**config.mk**
```make
export PLATFORM = sky130hd
export DESIGN_NAME = linked_list_queue_manager
export DESIGN_NICKNAME = d
export VERILOG_FILES = /design/src/rtl/core/llqm_pkg.sv /design/src/rtl/core/llqm_ram.sv /design/src/rtl/core/linked_list_queue_manager.sv
export SDC_FILE = /design/constraint.sdc
export NUM_CORES = 1
export LEC_CHECK = 0
export ABC_CLOCK_PERIOD_IN_PS = 3300
export BUFFER_PORTS_ARGS = -buffer_cell sky130_fd_sc_hd__buf_2
export CAP_MARGIN = 10
export CORE_MARGIN = 1
export CORE_UTILIZATION = 45
export CTS_BUF_LIST = sky130_fd_sc_hd__clkbuf_16
export CTS_CLUSTER_DIAMETER = 80
export DETAILED_ROUTE_END_ITERATION = 6
export PLACE_DENSITY_LB_ADDON = 0.12
export REMOVE_ABC_BUFFERS = 1
export SLEW_MARGIN = 10
export SYNTH_ARGS = -nofsm -noshare
export SYNTH_HDL_FRONTEND = slang
export SYNTH_SLANG_ARGS = --single-unit
```
**constraint.sdc**
```tcl
create_clock -name clk -period 3.3 [get_ports clk]
set_input_delay 0.495 -clock clk [delete_from_list [all_inputs] [get_ports clk]]
set_output_delay 0.495 -clock clk [all_outputs]
set_load 0.1 [all_outputs]
```
**src/rtl/core/llqm_pkg.sv**
```systemverilog
// Package for the linked list queue manager: pool size, field widths,
// request and status codes, and controller state type. No dependencies.
package llqm_pkg;

  localparam int NODES = 16;
  localparam int IDX_W = $clog2(NODES);
  localparam int CNT_W = $clog2(NODES + 1);

  // Fixed widths of the stream fields.
  localparam int OP_W     = 2;
  localparam int NODE_W   = 4;
  localparam int STATUS_W = 3;
  localparam int COUNT_W  = 5;
  localparam int HEAD_W   = 4;

  typedef enum logic [OP_W-1:0] {
    OP_APPEND = 2'd0,
    OP_REMOVE = 2'd1,
    OP_SIZE   = 2'd2
  } op_t;

  typedef enum logic [STATUS_W-1:0] {
    STS_OK           = 3'd0,
    STS_EMPTY        = 3'd1,
    STS_NULL         = 3'd2,
    STS_NOT_ISOLATED = 3'd3,
    STS_NOT_FOUND    = 3'd4
  } status_t;

  typedef enum logic {
    ST_IDLE,
    ST_WB
  } state_t;

endpackage

```
**src/rtl/core/llqm_ram.sv**
```systemverilog
// Generic simple dual-port RAM with one write port and a registered read port.
// Used for the next and prev link tables; no package dependencies.
module llqm_ram #(
  parameter int WIDTH = 4,
  parameter int DEPTH = 16,
  localparam int AW = $clog2(DEPTH)
) (
  input  logic             clk,
  input  logic             we,
  input  logic [AW-1:0]    waddr,
  input  logic [WIDTH-1:0] wdata,
  input  logic             re,
  input  logic [AW-1:0]    raddr,
  output logic [WIDTH-1:0] rdata
);

  logic [WIDTH-1:0] mem [DEPTH];

  always_ff @(posedge clk) begin
    if (we) begin
      mem[waddr] <= wdata;
    end
    if (re) begin
      rdata <= mem[raddr];
    end
  end

endmodule

```
**src/rtl/core/linked_list_queue_manager.sv**
```systemverilog
// Linked list queue manager: one circular doubly linked queue over a node pool.
// Depends on llqm_pkg and llqm_ram (next and prev link tables).
//
// Usage: each input beat carries one request (append a node at the tail,
// remove a node, or report the size). Every request produces exactly one
// output beat with a status, the element count after the operation, the head
// index and a head valid flag.
// Timing: when a request is taken, the link tables are read at the node index;
// in the write-back state that follows, the neighbor links are written back
// and the result is loaded into the output register. in_tready is low in the
// write-back state, so a new request is taken only after the write-back.
// out_tvalid rises after the write-back of the request. in_tready is high in
// the cycle after each write-back.
// Stall: while the output register holds an untaken result, a new request is
// still taken, but its write-back waits until the output beat is accepted.
// Reset (rst_n low, synchronous): the queue becomes empty, all linked flags
// clear and any pending result is dropped. The link tables need no clearing:
// an entry is only used for a node that was linked, and so written, before.
module linked_list_queue_manager
  import llqm_pkg::*;
(
  input  logic        clk,
  input  logic        rst_n,
  // in_tdata fields from bit 0: node[3:0], zero padding [7:4].
  input  logic [7:0]  in_tdata,
  // in_tuser fields from bit 0: operation[1:0], node_null[2].
  input  logic [2:0]  in_tuser,
  input  logic        in_tvalid,
  output logic        in_tready,
  // out_tdata fields from bit 0: status[2:0], count[7:3], head[11:8],
  // zero padding [15:12].
  output logic [15:0] out_tdata,
  // out_tuser fields from bit 0: head_valid[0].
  output logic [0:0]  out_tuser,
  output logic        out_tvalid,
  input  logic        out_tready
);

  state_t state_r, state_nxt;

  logic [IDX_W-1:0] head_r, head_nxt;
  logic [IDX_W-1:0] tail_r, tail_nxt;
  logic             nonempty_r, nonempty_nxt;
  logic [CNT_W-1:0] count_r, count_nxt;
  logic [NODES-1:0] linked_r;

  // Registered request.
  logic [OP_W-1:0]  req_op_r;
  logic             req_bad_r;
  logic [IDX_W-1:0] req_idx_r;

  // Output register.
  logic                out_valid_r;
  logic [STATUS_W-1:0] out_status_r;
  logic [COUNT_W-1:0]  out_count_r;
  logic [HEAD_W-1:0]   out_head_r;
  logic                out_hv_r;

  logic [OP_W-1:0]   in_op;
  logic [NODE_W-1:0] in_node;
  logic              in_null;
  logic [IDX_W-1:0]  in_idx;
  logic              in_bad;
  logic              acc;
  logic              wb_go;
  logic              app_acc;

  logic [IDX_W-1:0] nx, pv;
  status_t          status_c;
  logic             req_linked;
  logic             do_app, do_rem;

  logic             nt_we, pt_we;
  logic [IDX_W-1:0] nt_waddr, pt_waddr;
  logic [IDX_W-1:0] nt_wdata, pt_wdata;

  assign in_node = in_tdata[NODE_W-1:0];
  assign in_op   = in_tuser[OP_W-1:0];
  assign in_null = in_tuser[OP_W];
  assign in_idx  = IDX_W'(in_node);
  // A node outside the pool is handled like a null element.
  assign in_bad  = in_null || (32'(in_node) >= NODES);

  // Next state.
  always_comb begin
    state_nxt = state_r;
    case (state_r)
      ST_IDLE: begin
        if (in_tvalid) begin
          state_nxt = ST_WB;
        end
      end
      ST_WB: begin
        if (!out_valid_r || out_tready) begin
          state_nxt = ST_IDLE;
        end
      end
      default: state_nxt = ST_IDLE;
    endcase
  end

  // Controller outputs.
  always_comb begin
    in_tready = 1'b0;
    wb_go     = 1'b0;
    case (state_r)
      ST_IDLE: in_tready = 1'b1;
      ST_WB:   wb_go = !out_valid_r || out_tready;
      default: begin
        in_tready = 1'b0;
        wb_go     = 1'b0;
      end
    endcase
  end

  assign acc     = in_tvalid && in_tready;
  assign app_acc = acc && (in_op == OP_APPEND) && !in_bad && !linked_r[in_idx];

  // Request evaluation in the write-back cycle; queue state is still unchanged.
  assign req_linked = linked_r[req_idx_r];

  always_comb begin
    status_c = STS_OK;
    case (req_op_r)
      OP_APPEND: begin
        if (req_bad_r) begin
          status_c = STS_NULL;
        end else if (req_linked) begin
          status_c = STS_NOT_ISOLATED;
        end
      end
      OP_REMOVE: begin
        if (!nonempty_r) begin
          status_c = STS_EMPTY;
        end else if (req_bad_r) begin
          status_c = STS_NULL;
        end else if (!req_linked) begin
          status_c = STS_NOT_FOUND;
        end
      end
      default: status_c = STS_OK;
    endcase
  end

  assign do_app = (req_op_r == OP_APPEND) && (status_c == STS_OK);
  assign do_rem = (req_op_r == OP_REMOVE) && (status_c == STS_OK);

  always_comb begin
    head_nxt     = head_r;
    tail_nxt     = tail_r;
    nonempty_nxt = nonempty_r;
    count_nxt    = count_r;
    if (do_app) begin
      tail_nxt     = req_idx_r;
      count_nxt    = count_r + CNT_W'(1);
      nonempty_nxt = 1'b1;
      if (!nonempty_r) begin
        head_nxt = req_idx_r;
      end
    end else if (do_rem) begin
      count_nxt = count_r - CNT_W'(1);
      if (req_idx_r == tail_r) begin
        tail_nxt = pv;
      end
      if (req_idx_r == head_r) begin
        if (nx == req_idx_r) begin
          nonempty_nxt = 1'b0;
          head_nxt     = '0;
        end else begin
          head_nxt = nx;
        end
      end
    end
  end

  // Link table writes. Appends write the new node's own links when the beat is
  // taken, and the neighbors' links at write-back; removes splice at write-back.
  always_comb begin
    nt_we    = 1'b0;
    nt_waddr = req_idx_r;
    nt_wdata = req_idx_r;
    pt_we    = 1'b0;
    pt_waddr = req_idx_r;
    pt_wdata = req_idx_r;
    if (app_acc) begin
      nt_we    = 1'b1;
      nt_waddr = in_idx;
      nt_wdata = nonempty_r ? head_r : in_idx;
      pt_we    = 1'b1;
      pt_waddr = in_idx;
      pt_wdata = nonempty_r ? tail_r : in_idx;
    end else if (wb_go && do_app && nonempty_r) begin
      nt_we    = 1'b1;
      nt_waddr = tail_r;
      nt_wdata = req_idx_r;
      pt_we    = 1'b1;
      pt_waddr = head_r;
      pt_wdata = req_idx_r;
    end else if (wb_go && do_rem) begin
      nt_we    = 1'b1;
      nt_waddr = pv;
      nt_wdata = nx;
      pt_we    = 1'b1;
      pt_waddr = nx;
      pt_wdata = pv;
    end
  end

  llqm_ram #(.WIDTH(IDX_W), .DEPTH(NODES)) u_next_ram (
    .clk   (clk),
    .we    (nt_we),
    .waddr (nt_waddr),
    .wdata (nt_wdata),
    .re    (acc),
    .raddr (in_idx),
    .rdata (nx)
  );

  llqm_ram #(.WIDTH(IDX_W), .DEPTH(NODES)) u_prev_ram (
    .clk   (clk),
    .we    (pt_we),
    .waddr (pt_waddr),
    .wdata (pt_wdata),
    .re    (acc),
    .raddr (in_idx),
    .rdata (pv)
  );

  always_ff @(posedge clk) begin
    if (!rst_n) begin
      state_r     <= ST_IDLE;
      head_r      <= '0;
      tail_r      <= '0;
      nonempty_r  <= 1'b0;
      count_r     <= '0;
      out_valid_r <= 1'b0;
      linked_r    <= '0;
    end else begin
      state_r <= state_nxt;
      if (wb_go) begin
        head_r      <= head_nxt;
        tail_r      <= tail_nxt;
        nonempty_r  <= nonempty_nxt;
        count_r     <= count_nxt;
        out_valid_r <= 1'b1;
        if (do_app) begin
          linked_r[req_idx_r] <= 1'b1;
        end else if (do_rem) begin
          linked_r[req_idx_r] <= 1'b0;
        end
      end else if (out_tready) begin
        out_valid_r <= 1'b0;
      end
    end
  end

  always_ff @(posedge clk) begin
    if (acc) begin
      req_op_r  <= in_op;
      req_bad_r <= in_bad;
      req_idx_r <= in_idx;
    end
    if (wb_go) begin
      out_status_r <= status_c;
      out_count_r  <= COUNT_W'(count_nxt);
      out_head_r   <= nonempty_nxt ? HEAD_W'(head_nxt) : '0;
      out_hv_r     <= nonempty_nxt;
    end
  end

  assign out_tvalid = out_valid_r;
  assign out_tdata  = {4'b0, out_head_r, out_count_r, out_status_r};
  assign out_tuser  = out_hv_r;

`ifndef NO_ASSERTIONS
  a_count_matches_flags: assert property (@(posedge clk) disable iff (!rst_n)
    $countones(linked_r) == 32'(count_r))
    else $error("element count differs from number of linked nodes");

  a_nonempty_count: assert property (@(posedge clk) disable iff (!rst_n)
    nonempty_r == (count_r != '0))
    else $error("non-empty bit disagrees with element count");

  a_head_linked: assert property (@(posedge clk) disable iff (!rst_n)
    nonempty_r |-> linked_r[head_r])
    else $error("head of a non-empty queue is not linked");

  a_wb_loads_output: assert property (@(posedge clk) disable iff (!rst_n)
    wb_go |=> out_tvalid)
    else $error("write-back did not present a result beat");
`endif

endmodule
```
==> results of run 1 <==
## synthesized netlist by cell type (6+ instances only)
| cell type | n | share of area, % |
|---|---|---|
| a2111oi_1 | 6 | 0.67 |
| clkbuf_1 | 16 | 0.67 |
| a211oi_1 | 18 | 1.5 |
| dfxtp_1 | 32 | 7.2 |
| mux2i_1 | 27 | 3.0 |
| a21oi_1 | 29 | 1.6 |
| buf_1 | 7 | 0.29 |
| o21ai_0 | 19 | 1.1 |
| nand2b_1 | 13 | 0.91 |
| xnor2_1 | 13 | 1.3 |
| inv_1 | 15 | 0.63 |
| nand2_1 | 29 | 1.2 |
| edfxtp_1 | 156 | 53 |
| and2_1 | 9 | 0.63 |
| nand3_1 | 6 | 0.34 |
| xor2_1 | 6 | 0.59 |
| nor2_1 | 63 | 2.7 |
| mux4_2 | 45 | 11 |
| nor3_1 | 9 | 0.51 |
| nor2b_1 | 13 | 0.91 |
## how the worst max path moves through the flow
stage	from	end	slack, ns	cells past startpoint
floorplan	req_idx_r[0]	u_prev_ram.mem[3][0]	-0.22	7
global placement	in_tdata[0]	u_prev_ram.mem[12][3]	-0.03	11
CTS	req_idx_r[0]	u_prev_ram.mem[14][0]	0.03	10
global route	req_idx_r[0]	u_prev_ram.mem[8][0]	0.007	12
finish	req_bad_r	u_prev_ram.mem[12][0]	0.14	9
detailed placement	in_tdata[0]	u_prev_ram.mem[14][0]	-0.13	7
## state kept, by name, summed over array words and instances, names as in the netlist, 5 cells and up, named ones only
signal and count:
out_count_r 5, u_next_ram.mem 64, count_r 5, u_prev_ram.mem 64
## kinds of logic (layout without fill, tap and decap cells)
kind of cell             after synthesis  count (layout)
flip-flops                           188             188
AND/OR/NAND/NOR                      173             173
AO/OA/AOI/OAI                        116             116
multiplexers                          74              74
buffers and inverters                 55             150
XOR/XNOR                              19              19
adder cells (fa/ha/maj)                2               2
other                                  1               4
## final cells by class
| type | count | area, um^2 | share of cell area [%] |
|---|---|---|---|
| Timing Repair Buffer | 101 | 720.7 | 6.892 |
| Sequential cell | 188 | 5325 | 50.92 |
| Clock inverter | 15 | 163.9 | 1.567 |
| Inverter | 17 | 63.81 | 0.6102 |
| Tap cell | 265 | 331.6 | 3.171 |
| Clock buffer | 17 | 425.4 | 4.068 |
| Multi-Input combinational cell | 388 | 3427 | 32.77 |
## per-stage QoR
step | total power, mW | setup slack, ns | std cells
after global placement | 3.205 | -0.03031 | 955
after global routing | 5.398 | 0.007434 | 991
final | 5.223 | 0.1431 | 991
after floorplan | 3.026 | -0.2243 | 593
after detailed placement | 3.212 | -0.1319 | 955
after CTS | 5.257 | 0.02723 | 987
## timing repair
action                                  4_1_cts  5_1_grt
resized for setup                             5       23
endpoints found under the hold margin         0        0
hold buffers                                  0        0
pin swaps                                     0        4
setup buffers                                 0        4
endpoints found under the setup margin      100      145
## placed cells by master, fill, tap and decap left out, types with 3 or more instances in the layout
cell	netlist	final
o221ai_2	0	3
buf_2	5	25
a21o_1	3	3
buf_4	5	74
conb_1	1	4
nand2b_1	13	12
nand2_1	29	29
or3_1	5	4
nor2_1	63	60
xor2_1	6	6
edfxtp_1	156	156
inv_8	0	7
clkbuf_16	0	17
a311oi_1	3	3
nor2b_1	13	13
mux2i_1	27	27
dfxtp_1	32	32
a211oi_1	18	17
and2_2	0	3
a21oi_1	29	24
or4_1	3	3
mux4_2	45	45
inv_1	15	15
o21ai_0	19	18
nor3_1	9	8
o211a_1	4	4
and2_1	9	6
a2111oi_2	3	3
a211o_1	3	3
a21oi_2	0	5
a2111oi_1	6	6
nand3_1	6	6
xnor2_1	13	13
nand4_1	4	4
## power breakdown
part | internal [mW] | total (mW) | switching, mW | leakage (nW)
Clock | 1.03 | 2.05 | 1.02 | 0.294
Sequential | 2.62 | 2.65 | 0.0297 | 1.67
Combinational | 0.169 | 0.526 | 0.357 | 1.57
## per-layer routing
layer | vias to the layer above | share of wire, %
met5 | - | 0
met1 | 2850 | 45
li1 | 2615 | -
met3 | 22 | 4.1
met2 | 129 | 49
met4 | 0 | 1.7
==> metrics.cfg, run 1 <==
[die]
die_area_um2=20370
core_area_um2=19460
initial_core_util_pct=45.78
std_cell_rows=51
die_width_um=142.7
die_h_um=142.7
io_pins=34

[yosys]
muxShareOfSynthArea_pct=14.70
synthSimpleGateAreaFrac_pct=10.21
ys_seq_elements=188
synth_adder_area_share_pct=0.2809
synth_ff_type=edfxtp_1
synth_top_family_by_area=multiplexers
synth_xor_area_share_pct=1.868
synth.cell_area_um2=8910
synth_compound_gate_area_share_pct=9.971
avgSynthCellArea_um2=14.19
synth.distinct_cells=74
synth_enable_flop_cells=156
ys_async_sr_fraction_pct=0
yosysWarningCount=0
syn_inst=628
synth-seq-area-share_pct=59.77

[worst_setup_path]
crit_path_frequent_cell=buf_4
slowest_stage=or4_1
critPathRequiredTime_ns=3.46
crit_type=reg -> reg
end_kind=flop
reg2reg_from=req_bad_r
reg2reg_depth=9
path_cells=or3b_1 > or4_1 > and2_1 > o311ai_2 > o221ai_1 > buf_4 > or2_1 > nor2_1 > buf_4
cpPeakStageDelay_ns=0.53
worstSetupStartpointType=flop
timing.rr.end=u_prev_ram.mem[12][0]
critPathMaxFanout=7
crit_arrival_ns=3.32
r2r_slack_ns=0.14
crit_buf_inv=2
crit_family=simple AND/OR/NAND/NOR gates

[timing]
setup_viol=0
period_share_pct=95.66
setup_tns_ns=0
finalCriticalPeriod_ns=3.157
clock_skew_ns=0.01049
worst_pin_slew_ns=0.8713
holdWs_ns=0.2486
fmax_mhz=316.8
rsz0062_at_grt=false
slew_viol_final=0
slew_headroom_pct=41.85
finalHoldViolations=0

[worst_hold_path]
min_delay_path_depth=1
hold_class=in -> reg
hp-start=in_tuser[1]
whs_endpoint=req_op_r[1]

[grt]
grt_pass1_vias=5526
use_met3_pct=4.091
use_met1_pct=28.55
track_usage_pct=21.27
busiest_layer=met2
grt_max_degree=31
antenna_found_initial=0
grtUsageMet2_pct=34.98
grt_pass1_wl_um=31710
grt-ovfl-total=0

[cts]
cts_tree=built
clk_path_buf_depth=2
cts_num_sinks=188
cts_root_buf=clkbuf_16
clock_insertion_delay_worst_skew_ns=0.44
clk_pin_slew_worst_paths_ns=0.08
numCtsBuffers=17
cts_htree_levels=4

[power]
vdd_drop_max_mv=0.3585
powerDensity_nw_per_um2=499.5
p_leak_nw=3.542

[routing]
drt-total-wl_um=20510
drtPass1Iterations=5
drt-initial-drc-count=348
via_per_inst=5.667
vias=5616
antenna_left=0
drc_errors=0
wl_per_cell_um=20.70

[final_layout]
final_util_pct=53.73
n_fill_cell=1616
design_area_um2=10460
syn2layout_area_growth_pct=17.37
final_nets=730
drive_above_1_share_pct=31.13
antenna_cells=0

[placed_design]
routabilityCongestion=0.8989
place_area_um2=9726
hpwl_um=14520
port_buffers=25

[run_status]
status=complete, no violations

[flow_run]
maxCapViolCount=0

No activity file was read; power rests on OpenSTA's default activity.
==> inputs of run 2 (changes only) <==
--- a/config.mk
+++ b/config.mk
@@ -8,12 +8,13 @@
 export ABC_CLOCK_PERIOD_IN_PS = 3300
 export BUFFER_PORTS_ARGS = -buffer_cell sky130_fd_sc_hd__buf_2
 export CAP_MARGIN = 10
+export CORE_ASPECT_RATIO = 0.8
 export CORE_MARGIN = 1
 export CORE_UTILIZATION = 45
 export CTS_BUF_LIST = sky130_fd_sc_hd__clkbuf_16
 export CTS_CLUSTER_DIAMETER = 80
 export DETAILED_ROUTE_END_ITERATION = 6
-export PLACE_DENSITY_LB_ADDON = 0.12
+export PLACE_DENSITY_LB_ADDON = 0.3
 export REMOVE_ABC_BUFFERS = 1
 export SLEW_MARGIN = 10
 export SYNTH_ARGS = -nofsm -noshare
==> metrics.cfg, run 2 (synthesis results as in run 1) <==
[final_layout]
final_nets=711  ; -2.6%
reg_top3=u_next_ram.mem: 64 flops, u_prev_ram.mem: 64 flops
ff_latch_area_um2=5325  ; unchanged
layout_common_cells=edfxtp_1, nor2_1, buf_4, mux4_2, dfxtp_1
final_common_cell=edfxtp_1
drive_above_1_share_pct=29.18  ; -2.0 points
n_fill_cell=1575  ; -2.5%
antenna_cells=0  ; unchanged
multi_input_area_um2=3428  ; about the same
syn2layout_area_growth_pct=15.39

[power]
finalPower_mw=5.140  ; -1.6%
internal-power_mw=3.788  ; -0.63%
p_leak_nw=3.416  ; -3.6%
pwr-share-seq_pct=51.5  ; +0.8 points
power_frac_comb_pct=10.1  ; about the same
powerDensity_nw_per_um2=499.9  ; about the same
clockPowerShare_pct=38.3  ; -1.0 points
power_switching_mw=1.352  ; -4.2%
power.share.switching_pct=26.30  ; -0.71 points
vdd_drop_max_mv=0.4334  ; +21%

[timing]
period_share_pct=97.13  ; +1.5 points
slew_viol_final=0  ; unchanged
fmax_mhz=312.0  ; -1.5%
holdWs_ns=0.2642  ; +0.01560 ns
setup_viol=0  ; unchanged
slew_headroom_pct=44.92  ; +3.1 points
finalCriticalPeriod_ns=3.205  ; +0.04829 ns
clock_skew_ns=0.01573  ; +0.005239 ns
finalHoldViolations=0  ; unchanged
worst_pin_slew_ns=0.8253  ; -0.04603 ns
rsz0062_at_grt=true

[routing]
drtPass1Iterations=5  ; unchanged
drc_errors=0  ; unchanged
drt-total-wl_um=20270  ; -1.2%
vias=5637  ; +0.37%
via_per_inst=5.848  ; +3.2%
drt-initial-drc-count=540  ; +55%
wl_per_cell_um=21.03  ; +1.6%
antenna_left=0  ; unchanged

[placed_design]
port_buffers=25  ; unchanged
hpwl_um=14230  ; -2.0%
routabilityCongestion=0.9748  ; +8.4%

[worst_setup_path]
crit_type=reg -> reg
path_cells=buf_12 > mux2i_1 > mux4_2 > or2_1 > buf_4 > a211oi_1 > o221ai_2 > buf_4 > or2_1 > nor2_1 > buf_4
timing.rr.end=u_prev_ram.mem[8][1]
r2r_slack_ns=0.09  ; -0.05 ns
crit_path_frequent_cell=buf_4
cpPeakStageDelay_ns=0.53  ; about the same
reg2reg_from=req_idx_r[0]
critPathRequiredTime_ns=3.45  ; about the same
critPathMaxFanout=24  ; +17
worstSetupStartpointType=flop
slowest_stage=mux4_2
reg2reg_depth=11  ; +2
crit_arrival_ns=3.35  ; +0.03 ns
end_kind=flop
startpoint=req_idx_r[0]

[grt]
antenna_found_initial=0  ; unchanged
grt_pass1_wl_um=31410  ; -0.96%
grt_pass1_vias=5394  ; -2.4%
grt_max_degree=36  ; +16%
track_usage_pct=20.60  ; -0.67 points
grt-ovfl-total=0  ; unchanged

[die]
die_h_um=127.9  ; -10%
io_pins=34  ; unchanged
core_area_um2=19200  ; -1.3%
std_cell_rows=45  ; -12%
die_area_um2=20370  ; about the same
die_width_um=159.3  ; +12%
initial_core_util_pct=46.41  ; +0.63 points

[worst_hold_path]
whs_endpoint=req_op_r[0]
min_delay_path_depth=1  ; unchanged
hold_class=in -> reg
hp-start=in_tuser[0]

[cts]
clock_insertion_delay_worst_skew_ns=0.43  ; about the same
hold_buffers=0  ; unchanged
post_cts_buffers=0  ; unchanged
numCtsBuffers=17  ; unchanged
clk_pin_slew_worst_paths_ns=0.07  ; about the same
cts_num_sinks=188  ; unchanged
cts_tree=built
clk_path_buf_depth=2  ; unchanged
cts_htree_levels=4  ; unchanged
cts_root_buf=clkbuf_16

[flow_run]
maxCapViolCount=0  ; unchanged

[run_status]
status=complete, no violations

run 2: power by group through the flow:
| stage | Sequential [mW] | Clock [mW] | Combinational, mW |
|---|---|---|---|
| 3_3_place_gp | 2.70 | 0 | 0.496 |
| 2_1_floorplan | 2.78 | 0 | 0.244 |
| 4_1_cts | 2.65 | 2.00 | 0.508 |
| 6_report | 2.65 | 1.97 | 0.521 |
| 3_5_place_dp | 2.70 | 0 | 0.505 |
| 5_1_grt | 2.65 | 2.09 | 0.556 |
run 2: repair_timing:
item | 4_1_cts | 5_1_grt
pin swaps | 0 | 2
resized for setup | 2 | 26
setup endpoints to repair | 32 | 138
run 2: area by class of cell:
type / instances / share of cell area (%)
well taps: 258 / 3.140
clock buffers: 17 / 4.138
inverters: 17 / 0.6207
flip-flops and latches: 188 / 51.80
multi-input cells: 388 / 33.35
clock inverters: 14 / 1.460
repair buffers: 82 / 5.501
run 2: worst max path at each step:
stage	end	slack, ns	cells after the start
final	u_prev_ram.mem[8][1]	0.09	11
after global routing	u_prev_ram.mem[8][1]	-0.07	11
after CTS	u_next_ram.mem[13][0]	0.004	7
after detailed placement	u_prev_ram.mem[15][3]	-0.33	6
after global placement	u_prev_ram.mem[9][2]	-0.09	9
after floorplan	u_prev_ram.mem[3][0]	-0.22	7
run 2: metal layers:
metal / up-vias / GRT usage (%) / wire [um]
li1: 2565 / - / -
met1: 2811 / 30.49 / 9503
met2: 238 / 31.30 / 9151
met3: 23 / 3.818 / 1266
met4: 0 / 5.543 / 352
met5: - / 0 / 0
run 2: metrics by stage:
step           instances  util, %  area (um^2)  setup slack (ns)  setup TNS (ns)
2_1_floorplan        593        -         8703           -0.2243          -9.850
3_3_place_gp         932    49.92         9584          -0.08589          -2.487
3_5_place_dp         932    49.92         9584           -0.3288          -18.12
4_1_cts              963    52.96        10170          0.004215               0
5_1_grt              964    53.55        10280          -0.07209         -0.8141
6_report             964    53.55        10280           0.09477               0
run 2: worst max-delay path, delay by kind of cell (launching register included):
kind                   cells  cell delay [ns]
AOI/OAI and AO/OA          2             0.50
buffers and inverters      4             0.72
DFF                        1             0.41
muxes                      2             0.65
and+or+nand+nor            3             0.63
